File: src/hw/rtl/acwd_pkg.sv
// Package for the adaptive chunk work distributor: widths, constants, codes.
// No dependencies.
package acwd_pkg;
    localparam int unsigned DataW          = 32;
    localparam int unsigned SmallW         = 16;
    localparam int unsigned WidW           = 4;
    localparam int unsigned CfgIdxW        = 2;
    localparam int unsigned DefNumWorkers  = 16;
    localparam int unsigned DefFirstClass  = 4;
    localparam int unsigned DefProfStart   = 3;
    localparam logic [DataW-1:0] Sat32     = 32'hFFFF_FFFF;
    localparam logic [5:0] LateDivisor     = 6'd40;

    typedef enum logic [CfgIdxW-1:0] {
        CFG_TOTAL_TASKS = 2'd0,
        CFG_SMALL_CHUNK = 2'd1,
        CFG_BASE_CHUNK  = 2'd2
    } cfg_idx_t;

    typedef enum logic {
        OP_START = 1'b0,
        OP_IDLE  = 1'b1
    } op_t;

    // request to the shared divider
    typedef struct packed {
        logic             start;
        logic [63:0]      dividend;
        logic [DataW-1:0] divisor;
    } div_req_t;

    typedef struct packed {
        logic             done;
        logic [63:0]      quotient;
    } div_rsp_t;
endpackage

File: src/hw/rtl/acwd_if.sv
// Valid/ready channel carrying either a request or a reply payload.
// Depends on acwd_pkg.
interface acwd_req_if;
    logic                       valid;
    logic                       ready;
    logic                       op;
    logic [acwd_pkg::WidW-1:0]  worker_id;
    modport source (output valid, op, worker_id, input ready);
    modport sink   (input valid, op, worker_id, output ready);
endinterface

interface acwd_rsp_if;
    logic                        valid;
    logic                        ready;
    logic [acwd_pkg::WidW-1:0]   grant_worker;
    logic [acwd_pkg::DataW-1:0]  task_start;
    logic [acwd_pkg::DataW-1:0]  chunk_size;
    logic                        stop;
    logic                        all_stopped;
    logic [acwd_pkg::DataW-1:0]  cpu_grants;
    logic [acwd_pkg::DataW-1:0]  gpu_grants;
    modport source (output valid, grant_worker, task_start, chunk_size, stop,
                    all_stopped, cpu_grants, gpu_grants, input ready);
    modport sink   (input valid, grant_worker, task_start, chunk_size, stop,
                    all_stopped, cpu_grants, gpu_grants, output ready);
endinterface

File: src/hw/rtl/acwd_ram.sv
// Generic single-port RAM with registered read.
// No dependencies.
module acwd_ram #(
    parameter int unsigned Width = 32,
    parameter int unsigned Depth = 16
) (
    input  logic                     clk,
    input  logic                     we,
    input  logic [$clog2(Depth)-1:0] addr,
    input  logic [Width-1:0]         wdata,
    output logic [Width-1:0]         rdata
);
    logic [Width-1:0] mem [Depth];

    always_ff @(posedge clk)
    begin
        if (we)
        begin
            mem[addr] <= wdata;
        end
        rdata <= mem[addr];
    end
endmodule

File: src/hw/rtl/acwd_div.sv
// Shared restoring divider, one quotient bit a cycle (64/32).
// Depends on acwd_pkg.
module acwd_div (
    input  logic                 clk,
    input  logic                 rst_n,
    input  acwd_pkg::div_req_t   req,
    output acwd_pkg::div_rsp_t   rsp
);
    import acwd_pkg::*;

    logic [63:0] quo_reg;
    logic [31:0] rem_reg;
    logic [31:0] dsr_reg;
    logic [6:0]  cnt_reg;
    logic        busy_reg;
    logic        done_reg;
    logic [32:0] trial;
    logic [32:0] shifted;

    assign shifted = {rem_reg, quo_reg[63]};
    assign trial   = shifted - {1'b0, dsr_reg};

    always_ff @(posedge clk or negedge rst_n)
    begin
        if (!rst_n)
        begin
            busy_reg <= 1'b0;
            done_reg <= 1'b0;
            cnt_reg  <= '0;
        end
        else
        begin
            done_reg <= 1'b0;
            if (req.start)
            begin
                busy_reg <= 1'b1;
                cnt_reg  <= 7'd64;
            end
            else if (busy_reg)
            begin
                cnt_reg <= cnt_reg - 7'd1;
                if (cnt_reg == 7'd1)
                begin
                    busy_reg <= 1'b0;
                    done_reg <= 1'b1;
                end
            end
        end
    end

    always_ff @(posedge clk)
    begin
        if (req.start)
        begin
            quo_reg <= req.dividend;
            rem_reg <= '0;
            dsr_reg <= req.divisor;
        end
        else if (busy_reg)
        begin
            if (!trial[32])
            begin
                rem_reg <= trial[31:0];
                quo_reg <= {quo_reg[62:0], 1'b1};
            end
            else
            begin
                rem_reg <= shifted[31:0];
                quo_reg <= {quo_reg[62:0], 1'b0};
            end
        end
    end

    assign rsp.done     = done_reg;
    assign rsp.quotient = quo_reg;
endmodule

File: src/hw/rtl/adaptive_chunk_work_distributor_top.sv
// Adaptive chunk work distributor, top level: sequencer, registers, stores.
// A stop reply goes straight to the output state; a grant first reads the stores,
// decides the chunk and commits it, and a start reply first clears the stores.
// The first grant at or above 2/10 recomputes the block sizes on the shared
// divider: first the divisor, then one block size per worker. One item at a
// time: the next request is taken the cycle after the reply transfer. Reset
// (rst_n, async, low) restores register defaults and a fresh run, then clears
// the per-worker stores before ready rises; a start item runs the same sweep.
module adaptive_chunk_work_distributor_top
    import acwd_pkg::*;
#(
    parameter int unsigned NUM_WORKERS          = acwd_pkg::DefNumWorkers,
    parameter int unsigned FIRST_CLASS_WORKERS  = acwd_pkg::DefFirstClass,
    parameter int unsigned PROFILE_START_WORKER = acwd_pkg::DefProfStart
) (
    input  logic                           clk,
    input  logic                           rst_n,
    input  logic                           cfg_we,
    input  logic [acwd_pkg::CfgIdxW-1:0]   cfg_index,
    input  logic [acwd_pkg::DataW-1:0]     cfg_data,
    acwd_req_if.sink                       req,
    acwd_rsp_if.source                     rsp
);
    localparam int unsigned AW = (NUM_WORKERS > 1) ? $clog2(NUM_WORKERS) : 1;
    localparam int unsigned CW = $clog2(NUM_WORKERS + 1);

    typedef enum logic [3:0] {
        S_IDLE, S_INIT, S_CLEAR, S_READ, S_DECIDE, S_DSR_START, S_DSR_WAIT,
        S_RC_READ, S_RC_START, S_RC_WAIT, S_FINAL, S_LATE_DIV, S_COMMIT, S_OUT
    } state_t;

    state_t state_reg;
    logic [DataW-1:0]  total_reg;
    logic [SmallW-1:0] small_reg, base_reg;
    logic [DataW-1:0]  next_task_reg, prof_total_reg, cpu_reg, gpu_reg;
    logic              await_reg, prof_on_reg, pending_reg;
    logic [NUM_WORKERS-1:0] stopped_reg;
    logic [CW-1:0]     stop_cnt_reg;
    logic [WidW-1:0]   wid_reg;
    logic [AW-1:0]     idx_reg;
    logic [DataW-1:0]  chunk_reg;
    logic [DataW-1:0]  divisor_reg;

    // per-worker stores
    logic              gc_we, bs_we;
    logic [AW-1:0]     gc_addr, bs_addr;
    logic [DataW-1:0]  gc_wdata, bs_wdata, gc_rdata, bs_rdata;

    acwd_ram #(.Width(DataW), .Depth(NUM_WORKERS)) u_grant_ram (
        .clk(clk), .we(gc_we), .addr(gc_addr), .wdata(gc_wdata), .rdata(gc_rdata));
    acwd_ram #(.Width(DataW), .Depth(NUM_WORKERS)) u_block_ram (
        .clk(clk), .we(bs_we), .addr(bs_addr), .wdata(bs_wdata), .rdata(bs_rdata));

    div_req_t div_req;
    div_rsp_t div_rsp;
    acwd_div u_div (.clk(clk), .rst_n(rst_n), .req(div_req), .rsp(div_rsp));

    logic [AW-1:0] wa;
    assign wa = wid_reg[AW-1:0];

    // progress bands by cross-multiplication on 36-bit values
    logic [35:0] nt10, nt5, tt36, tt4;
    assign nt10 = {4'd0, next_task_reg} * 36'd10;
    assign nt5  = {4'd0, next_task_reg} * 36'd5;
    assign tt36 = {4'd0, total_reg};
    assign tt4  = {2'd0, total_reg, 2'd0};

    // base * grant count for one worker of the recompute pass
    logic [47:0] rc_prod;
    assign rc_prod = {32'd0, base_reg} * {16'd0, gc_rdata};

    logic [DataW-1:0] q_sat;
    assign q_sat = (div_rsp.quotient[63:32] != '0) ? Sat32 : div_rsp.quotient[31:0];

    always_comb
    begin
        gc_we = 1'b0; gc_addr = wa; gc_wdata = '0;
        bs_we = 1'b0; bs_addr = wa; bs_wdata = '0;
        div_req = '0;
        div_req.divisor  = divisor_reg;
        div_req.dividend = {16'd0, rc_prod};
        unique case (state_reg)
            S_CLEAR, S_INIT:
            begin
                gc_we = 1'b1; gc_addr = idx_reg;
                bs_we = 1'b1; bs_addr = idx_reg;
            end
            S_DECIDE:
            begin
                // count grant while the profiling window is open
                if (!(nt10 < tt36) && (nt5 < tt36) && (prof_on_reg
                    || (wid_reg >= WidW'(PROFILE_START_WORKER) && await_reg)))
                begin
                    gc_we    = 1'b1;
                    gc_wdata = (gc_rdata == Sat32) ? gc_rdata : gc_rdata + 32'd1;
                end
            end
            S_DSR_START:
            begin
                // profile total over the worker count, on the shared divider
                div_req.start    = 1'b1;
                div_req.dividend = {32'd0, prof_total_reg};
                div_req.divisor  = DataW'(NUM_WORKERS);
            end
            S_RC_READ:  gc_addr = idx_reg;
            S_RC_START:
            begin
                gc_addr = idx_reg;
                div_req.start = 1'b1;
            end
            S_RC_WAIT:
            begin
                bs_addr = idx_reg;
                if (div_rsp.done)
                begin
                    bs_we = 1'b1; bs_wdata = q_sat;
                end
            end
            default: ;
        endcase
    end

    // division by 40 of the per-worker block size: multiply by reciprocal
    logic [DataW-1:0] bs_div40;
    logic [67:0]      recip_prod;
    assign recip_prod = {36'd0, bs_rdata} * 68'hCCCCCCCD;
    assign bs_div40 = DataW'(recip_prod >> 37);

    assign req.ready = (state_reg == S_IDLE);

    always_ff @(posedge clk or negedge rst_n)
    begin
        if (!rst_n)
        begin
            state_reg      <= S_INIT;
            total_reg      <= 32'd1;
            small_reg      <= 16'd64;
            base_reg       <= 16'd256;
            next_task_reg  <= '0;
            prof_total_reg <= '0;
            cpu_reg        <= '0;
            gpu_reg        <= '0;
            await_reg      <= 1'b1;
            prof_on_reg    <= 1'b0;
            pending_reg    <= 1'b1;
            stopped_reg    <= '0;
            stop_cnt_reg   <= '0;
            idx_reg        <= '0;
            divisor_reg    <= 32'd1;
            rsp.valid      <= 1'b0;
            wid_reg        <= '0;
            chunk_reg      <= '0;
            rsp.grant_worker <= '0;
            rsp.task_start <= '0;
            rsp.chunk_size <= '0;
            rsp.stop       <= 1'b0;
            rsp.all_stopped <= 1'b0;
            rsp.cpu_grants <= '0;
            rsp.gpu_grants <= '0;
        end
        else
        begin
            if (cfg_we)
            begin
                unique case (cfg_index)
                    CFG_TOTAL_TASKS: total_reg <= cfg_data;
                    CFG_SMALL_CHUNK: small_reg <= cfg_data[SmallW-1:0];
                    CFG_BASE_CHUNK:  base_reg  <= cfg_data[SmallW-1:0];
                    default: ;
                endcase
            end
            unique case (state_reg)
                S_IDLE:
                begin
                    if (req.valid)
                    begin
                        wid_reg <= req.worker_id;
                        if (req.op == OP_START)
                        begin
                            next_task_reg  <= '0;
                            prof_total_reg <= '0;
                            cpu_reg        <= '0;
                            gpu_reg        <= '0;
                            await_reg      <= 1'b1;
                            prof_on_reg    <= 1'b0;
                            pending_reg    <= 1'b1;
                            stopped_reg    <= '0;
                            stop_cnt_reg   <= '0;
                            idx_reg        <= '0;
                            state_reg      <= S_CLEAR;
                        end
                        else if (32'(req.worker_id) >= NUM_WORKERS)
                        begin
                            rsp.grant_worker <= req.worker_id;
                            rsp.task_start <= '0;
                            rsp.chunk_size <= '0;
                            rsp.stop       <= 1'b0;
                            state_reg      <= S_OUT;
                        end
                        else if (next_task_reg >= total_reg)
                        begin
                            rsp.grant_worker <= req.worker_id;
                            rsp.task_start <= '0;
                            rsp.chunk_size <= '0;
                            rsp.stop       <= 1'b1;
                            if (!stopped_reg[req.worker_id[AW-1:0]])
                            begin
                                stopped_reg[req.worker_id[AW-1:0]] <= 1'b1;
                                stop_cnt_reg <= stop_cnt_reg + CW'(1);
                            end
                            state_reg <= S_OUT;
                        end
                        else
                        begin
                            state_reg <= S_READ;
                        end
                    end
                end
                S_INIT:
                begin
                    // clear the per-worker stores once after reset
                    idx_reg <= idx_reg + AW'(1);
                    if (32'(idx_reg) == NUM_WORKERS - 1)
                    begin
                        state_reg <= S_IDLE;
                    end
                end
                S_CLEAR:
                begin
                    idx_reg <= idx_reg + AW'(1);
                    if (32'(idx_reg) == NUM_WORKERS - 1)
                    begin
                        rsp.grant_worker <= '0;
                        rsp.task_start <= '0;
                        rsp.chunk_size <= '0;
                        rsp.stop       <= 1'b0;
                        state_reg      <= S_OUT;
                    end
                end
                S_READ: state_reg <= S_DECIDE;
                S_DECIDE:
                begin
                    if (wid_reg >= WidW'(PROFILE_START_WORKER) && await_reg)
                    begin
                        await_reg   <= 1'b0;
                        prof_on_reg <= 1'b1;
                    end
                    if (nt10 < tt36)
                    begin
                        chunk_reg <= {16'd0, small_reg};
                        state_reg <= S_COMMIT;
                    end
                    else if (nt5 < tt36)
                    begin
                        if (prof_on_reg || (wid_reg >= WidW'(PROFILE_START_WORKER)
                                            && await_reg))
                        begin
                            prof_total_reg <= (prof_total_reg == Sat32) ? Sat32
                                            : prof_total_reg + 32'd1;
                        end
                        chunk_reg <= {16'd0, small_reg};
                        state_reg <= S_COMMIT;
                    end
                    else if (pending_reg)
                    begin
                        pending_reg <= 1'b0;
                        idx_reg     <= '0;
                        state_reg   <= S_DSR_START;
                    end
                    else
                    begin
                        state_reg <= S_FINAL;
                    end
                end
                S_DSR_START: state_reg <= S_DSR_WAIT;
                S_DSR_WAIT:
                begin
                    // a zero divisor counts as one
                    if (div_rsp.done)
                    begin
                        divisor_reg <= (div_rsp.quotient[31:0] == '0) ? 32'd1
                                     : div_rsp.quotient[31:0];
                        state_reg   <= S_RC_READ;
                    end
                end
                S_RC_READ:  state_reg <= S_RC_START;
                S_RC_START: state_reg <= S_RC_WAIT;
                S_RC_WAIT:
                begin
                    if (div_rsp.done)
                    begin
                        idx_reg <= idx_reg + AW'(1);
                        state_reg <= (32'(idx_reg) == NUM_WORKERS - 1) ? S_LATE_DIV
                                                                       : S_RC_READ;
                    end
                end
                S_LATE_DIV: state_reg <= S_FINAL;   // block size read settles
                S_FINAL:
                begin
                    chunk_reg <= (nt5 < tt4) ? bs_rdata : bs_div40;
                    state_reg <= S_COMMIT;
                end
                S_COMMIT:
                begin
                    logic [DataW-1:0] c;
                    c = (chunk_reg == '0) ? 32'd1 : chunk_reg;
                    rsp.grant_worker <= wid_reg;
                    rsp.task_start <= next_task_reg;
                    rsp.chunk_size <= c;
                    rsp.stop       <= 1'b0;
                    next_task_reg  <= (({1'b0, next_task_reg} + {1'b0, c}) > 33'(Sat32))
                                    ? Sat32 : next_task_reg + c;
                    if (32'(wid_reg) < FIRST_CLASS_WORKERS)
                        cpu_reg <= (cpu_reg == Sat32) ? Sat32 : cpu_reg + 32'd1;
                    else
                        gpu_reg <= (gpu_reg == Sat32) ? Sat32 : gpu_reg + 32'd1;
                    state_reg <= S_OUT;
                end
                S_OUT:
                begin
                    if (!rsp.valid)
                    begin
                        rsp.valid       <= 1'b1;
                        rsp.all_stopped <= (32'(stop_cnt_reg) == NUM_WORKERS);
                        rsp.cpu_grants  <= cpu_reg;
                        rsp.gpu_grants  <= gpu_reg;
                    end
                    else if (rsp.ready)
                    begin
                        rsp.valid <= 1'b0;
                        state_reg <= S_IDLE;
                    end
                end
                default: state_reg <= S_IDLE;
            endcase
        end
    end

`ifndef SYNTHESIS
    ap_ready_idle: assert property (@(posedge clk) disable iff (!rst_n)
        req.ready |-> !rsp.valid) else $error("ready while reply pending");
    ap_nt_mono: assert property (@(posedge clk) disable iff (!rst_n)
        (state_reg != S_CLEAR && $past(state_reg) != S_IDLE)
            |-> next_task_reg >= $past(next_task_reg)) else $error("next_task fell");
    ap_stop_cnt: assert property (@(posedge clk) disable iff (!rst_n)
        32'(stop_cnt_reg) == 32'($countones(stopped_reg))) else $error("stop count");
`endif
endmodule
File: src/flat_wrapper.sv
// flat-port wrapper written by rule: the top's interface ports become plain ports
module adaptive_chunk_work_distributor_top_flat import acwd_pkg::*;
#(
    parameter int unsigned NUM_WORKERS          = acwd_pkg::DefNumWorkers,
    parameter int unsigned FIRST_CLASS_WORKERS  = acwd_pkg::DefFirstClass,
    parameter int unsigned PROFILE_START_WORKER = acwd_pkg::DefProfStart
)
  (clk, rst_n, cfg_we, cfg_index, cfg_data, req_valid, req_op, req_worker_id, req_ready, rsp_valid, rsp_grant_worker, rsp_task_start, rsp_chunk_size, rsp_stop, rsp_all_stopped, rsp_cpu_grants, rsp_gpu_grants, rsp_ready);
  acwd_req_if req_i ();
  acwd_rsp_if rsp_i ();
  input  logic clk;
  input  logic rst_n;
  input  logic cfg_we;
  input  logic [acwd_pkg::CfgIdxW-1:0] cfg_index;
  input  logic [acwd_pkg::DataW-1:0] cfg_data;
  input wire logic [$bits(req_i.valid)-1:0] req_valid;
  input wire logic [$bits(req_i.op)-1:0] req_op;
  input wire logic [$bits(req_i.worker_id)-1:0] req_worker_id;
  output wire logic [$bits(req_i.ready)-1:0] req_ready;
  output wire logic [$bits(rsp_i.valid)-1:0] rsp_valid;
  output wire logic [$bits(rsp_i.grant_worker)-1:0] rsp_grant_worker;
  output wire logic [$bits(rsp_i.task_start)-1:0] rsp_task_start;
  output wire logic [$bits(rsp_i.chunk_size)-1:0] rsp_chunk_size;
  output wire logic [$bits(rsp_i.stop)-1:0] rsp_stop;
  output wire logic [$bits(rsp_i.all_stopped)-1:0] rsp_all_stopped;
  output wire logic [$bits(rsp_i.cpu_grants)-1:0] rsp_cpu_grants;
  output wire logic [$bits(rsp_i.gpu_grants)-1:0] rsp_gpu_grants;
  input wire logic [$bits(rsp_i.ready)-1:0] rsp_ready;
  assign req_i.valid = req_valid;
  assign req_i.op = req_op;
  assign req_i.worker_id = req_worker_id;
  assign req_ready = req_i.ready;
  assign rsp_valid = rsp_i.valid;
  assign rsp_grant_worker = rsp_i.grant_worker;
  assign rsp_task_start = rsp_i.task_start;
  assign rsp_chunk_size = rsp_i.chunk_size;
  assign rsp_stop = rsp_i.stop;
  assign rsp_all_stopped = rsp_i.all_stopped;
  assign rsp_cpu_grants = rsp_i.cpu_grants;
  assign rsp_gpu_grants = rsp_i.gpu_grants;
  assign rsp_i.ready = rsp_ready;
  adaptive_chunk_work_distributor_top #(.NUM_WORKERS(NUM_WORKERS), .FIRST_CLASS_WORKERS(FIRST_CLASS_WORKERS), .PROFILE_START_WORKER(PROFILE_START_WORKER)) u_core (.clk(clk), .rst_n(rst_n), .cfg_we(cfg_we), .cfg_index(cfg_index), .cfg_data(cfg_data), .req(req_i), .rsp(rsp_i));
endmodule
File: config.mk
export PLATFORM = sky130hd
export DESIGN_NAME = adaptive_chunk_work_distributor_top_flat
export DESIGN_NICKNAME = d
export VERILOG_FILES = /design/src/hw/rtl/acwd_pkg.sv /design/src/hw/rtl/acwd_if.sv /design/src/hw/rtl/acwd_ram.sv /design/src/hw/rtl/acwd_div.sv /design/src/hw/rtl/adaptive_chunk_work_distributor_top.sv /design/src/flat_wrapper.sv
export SDC_FILE = /design/constraint.sdc
export NUM_CORES = 2
export LEC_CHECK = 0
export BUFFER_PORTS_ARGS = -buffer_cell sky130_fd_sc_hd__buf_2
export CORE_UTILIZATION = 60
export CTS_CLUSTER_SIZE = 20
export DETAILED_ROUTE_END_ITERATION = 8
export GPL_TIMING_DRIVEN = 0
export HOLD_SLACK_MARGIN = 0.12
export MAX_ROUTING_LAYER = met4
export PLACE_DENSITY_LB_ADDON = 0.2
export SLEW_MARGIN = 20
export SYNTH_ARGS = -nofsm -noshare
export SYNTH_HDL_FRONTEND = slang
export SYNTH_SLANG_ARGS = --single-unit
File: constraint.sdc
create_clock -name clk -period 8.1 [get_ports clk]
set_input_delay 1.62 -clock clk [delete_from_list [all_inputs] [get_ports clk]]
set_output_delay 1.62 -clock clk [all_outputs]
set_load 0.02 [all_outputs]
==> run_results.csv <==
group,metric,value,unit
run_status,status,"finished, violations left",
run_status,violations,"design-rule violations",
clock_tree,cts_tree,"yes",
logic_synthesis,synth_area,0.1066,sq mm
floorplan,pin_count,180,
grt,antenna_found_initial,14,
layout,n_fill_cell,12810,
floorplan,die_x,423.5,um
route,drt_iter0_drc,7708,
clock_tree,clk_pin_slew,0.06,ns
grt,grt_max_degree,90,
layout,utilization,67.21,%
grt,grt_usage,35.31,%
grt,grt_pass1_wl,459700,um
worst_hold_path,hold_path_startpoint,"u_core.stopped_reg[6]",
worst_setup_path,cp_max_fo,10,
worst_setup_path,critPathArrivalTime,8.65,ns
logic_synthesis,synth_flop_cell,"edfxtp_1",
sta,tightest_slew,1.211,ns
clock_tree,numCtsBuffers,167,
logic_synthesis,synthCells,8864,
logic_synthesis,synth.distinct_cells,100,
clock_tree,cts_hold_buf,0,
route,drt-wirelength-per-cell,25.83,um
sta,finalMaxSlewViolations,0,
layout,fin_nets,10840,
floorplan,dieArea,0.1793,sq mm
clock_tree,cts-root-buf,"clkbuf_16",
clock_tree,ctsHtreeMaxLevel,4,
grt,grt_overflow,0,
logic_synthesis,synth_edf_count,1120,
worst_setup_path,startpoint_type,"flop",
layout,area_growth,11.17,%
clock_tree,cts_buffer_depth,3,
floorplan,start_util,60.46,%
route,postRouteAntennaNets,0,
sta,period_share,98.40,%
placed_design,io_buffers,177,
flow_run,drv_cap,0,
placed_design,gp_congestion,0.9894,
floorplan,coreArea,0.1763,sq mm
sta,setup_viol,0,
worst_setup_path,cp-end-kind,"flop",
layout,multi_input_area,0.05466,sq mm
logic_synthesis,postSynthAreaPerCell,12.02,sq um
clock_tree,clock-sinks,1652,
layout,fin_area,0.1185,sq mm
clock_tree,clkLatencyLatePin,0.83,ns
sta,skew,0.06087,ns
grt,grt_pass1_vias,75360,
worst_setup_path,crit_type,"flop to flop",
floorplan,rows,154,
logic_synthesis,synth_seq_area_share,43.60,%
worst_hold_path,hold_path_class,"flop to flop",
route,viasPerCell,6.251,
route,drc,68,
worst_setup_path,required,8.78,ns
floorplan,die_h,423.5,um
logic_synthesis,ys_async_sr_fraction,26.39,%
logic_synthesis,yosysWarnings,0,
sta,max_freq,125.5,MHz
route,num_vias,73500,
placed_design,placed_area,0.1120,sq mm
sta,timing.final.crit_period,7.971,ns
route,routed_wl,303800,um
worst_setup_path,cp-startpoint,"u_core.u_block_ram.rdata[0]",
sta,hold_viol_final,0,
route,drtPass1Iterations,8,
placed_design,place_hpwl,230700,um
sta,slew-limit-headroom,18.96,%
layout,seq_area,0.04657,sq mm
logic_synthesis,syn_nets,10440,
layout,final_layout_size_suffix_gt1_share,13.26,%
logic_synthesis,ys_seq_elements,1652,
worst_setup_path,worstReg2RegStart,"u_core.u_block_ram.rdata[0]",
[synthesized netlist by cell type, drive strengths merged (72+ instances only)]
cell type	n	area share, %
mux2i	80	0.76
nand3	120	0.56
nor3	72	0.34
o21ai	360	1.7
mux2	139	1.5
xnor2	116	0.96
nor2b	75	0.44
mux4	261	5.5
a211oi	92	0.66
a31oi	94	0.59
clkbuf	338	1.2
dfxtp	96	1.8
and3	76	0.45
ha	723	8.5
a22o	119	0.98
a21o	139	0.98
a21oi	384	1.8
dfrtp	429	10
nor2	349	1.2
edfxtp	1120	32
inv	1188	4.2
xor2	110	0.90
and2	236	1.4
fa	807	15
nand2	738	2.6
buf	89	0.41
[critical path: stages, from the launching register on]
cell	delay [ns]
dfxtp_4	0.53
ha_1	0.39
xor2_1	0.23
ha_1	0.28
or2_2	0.34
fa_1	0.44
fa_1	0.60
fa_1	0.46
fa_1	0.47
fa_1	0.53
inv_1	0.07
fa_1	0.49
inv_1	0.04
ha_1	0.30
and4_1	0.36
nor2b_4	0.31
nand3_1	0.12
or3_1	0.34
o21a_1	0.27
a31oi_4	0.28
a21o_1	0.27
a2111o_1	0.18
a31oi_2	0.13
a211oi_1	0.31
a21oi_1	0.06
[cell usage in the layout, fill, tap and decap left out, drive strengths merged, types with 19 or more instances in the layout]
cell type	count
inv	1201
edfxtp	1120
fa	807
nand2	738
ha	723
clkbuf	521
dfrtp	429
a21oi	384
o21ai	360
nor2	349
buf	343
mux4	261
and2	236
a21o	139
mux2	139
nand3	120
a22o	119
xnor2	116
xor2	110
dfxtp	96
a31oi	94
a211oi	92
mux2i	80
and3	76
nor2b	75
nor3	72
clkinv	72
nand4	63
nor4	43
o21a	41
nand2b	37
o21bai	30
o211ai	25
o31ai	19
or3	19
[final timing paths]
kind	end	slack (ns)	depth (start not counted)
worst max-delay path	u_core.chunk_reg[25]	0.13	24
worst min-delay path	u_core.stopped_reg[6]	0.48	2
worst max register to register	u_core.chunk_reg[25]	0.13	24
worst min register to register	u_core.stopped_reg[6]	0.48	2
max in group asynchronous	u_core.cpu_reg[19]	5.69	4
min in group asynchronous	u_core.total_reg[29]	0.76	1
[cell families after synthesis]
| group | Yosys count | share of synthesized area [%] |
|---|---|---|
| AND/OR/NAND/NOR | 1887 | 8.401 |
| adder cells (fa/ha/maj) | 1530 | 23.64 |
| buffers and inverters | 1617 | 5.792 |
| XOR/XNOR | 226 | 1.864 |
| AO/OA/AOI/OAI | 1472 | 8.952 |
| flip-flops | 1652 | 43.60 |
| multiplexers | 480 | 7.746 |
[layout make-up]
| class | count | area share (%) |
|---|---|---|
| Antenna cell | 6 | 0.01267 |
| Buffer | 400 | 1.421 |
| Clock buffer | 205 | 3.766 |
| Clock inverter | 110 | 1.121 |
| Inverter | 1190 | 3.769 |
| Multi-Input combinational cell | 5595 | 46.13 |
| Sequential cell | 1652 | 39.30 |
| Tap cell | 2340 | 2.471 |
| Timing Repair Buffer | 260 | 2.015 |
[per-stage QoR]
stage	hold slack [ns]	cells	worst slack, ns	setup TNS (ns)
final	0.4797	11760	0.1293	0
after global placement	0.4567	11380	-3.606	-2355.59
after CTS	0.4831	11740	0.001973	0
after global routing	0.5004	11760	-0.04009	-0.1084
after floorplan	0.4432	8864	1.036	0
after detailed placement	0.4710	11450	-0.9626	-19.46
[what timing repair did]
item                                    4_1_cts  5_1_grt
gates resized for setup                      89      150
buffers inserted                              4       15
endpoints found under the hold margin         0        0
endpoints found under the setup margin       66      683
pin swaps                                     4       10
[routing by layer]
layer / track usage, % / up-vias / wire [um]
li1: - / 31710 / -
met1: 45.78 / 37460 / 119300
met2: 55.92 / 3613 / 145300
met3: 5.452 / 717 / 24950
met4: 14.67 / 0 / 14300
met5: - / - / 0
Power is left out: the tool's default activity adds up to more than one toggle a clock period on the data nets, which glitch-free logic cannot reach.
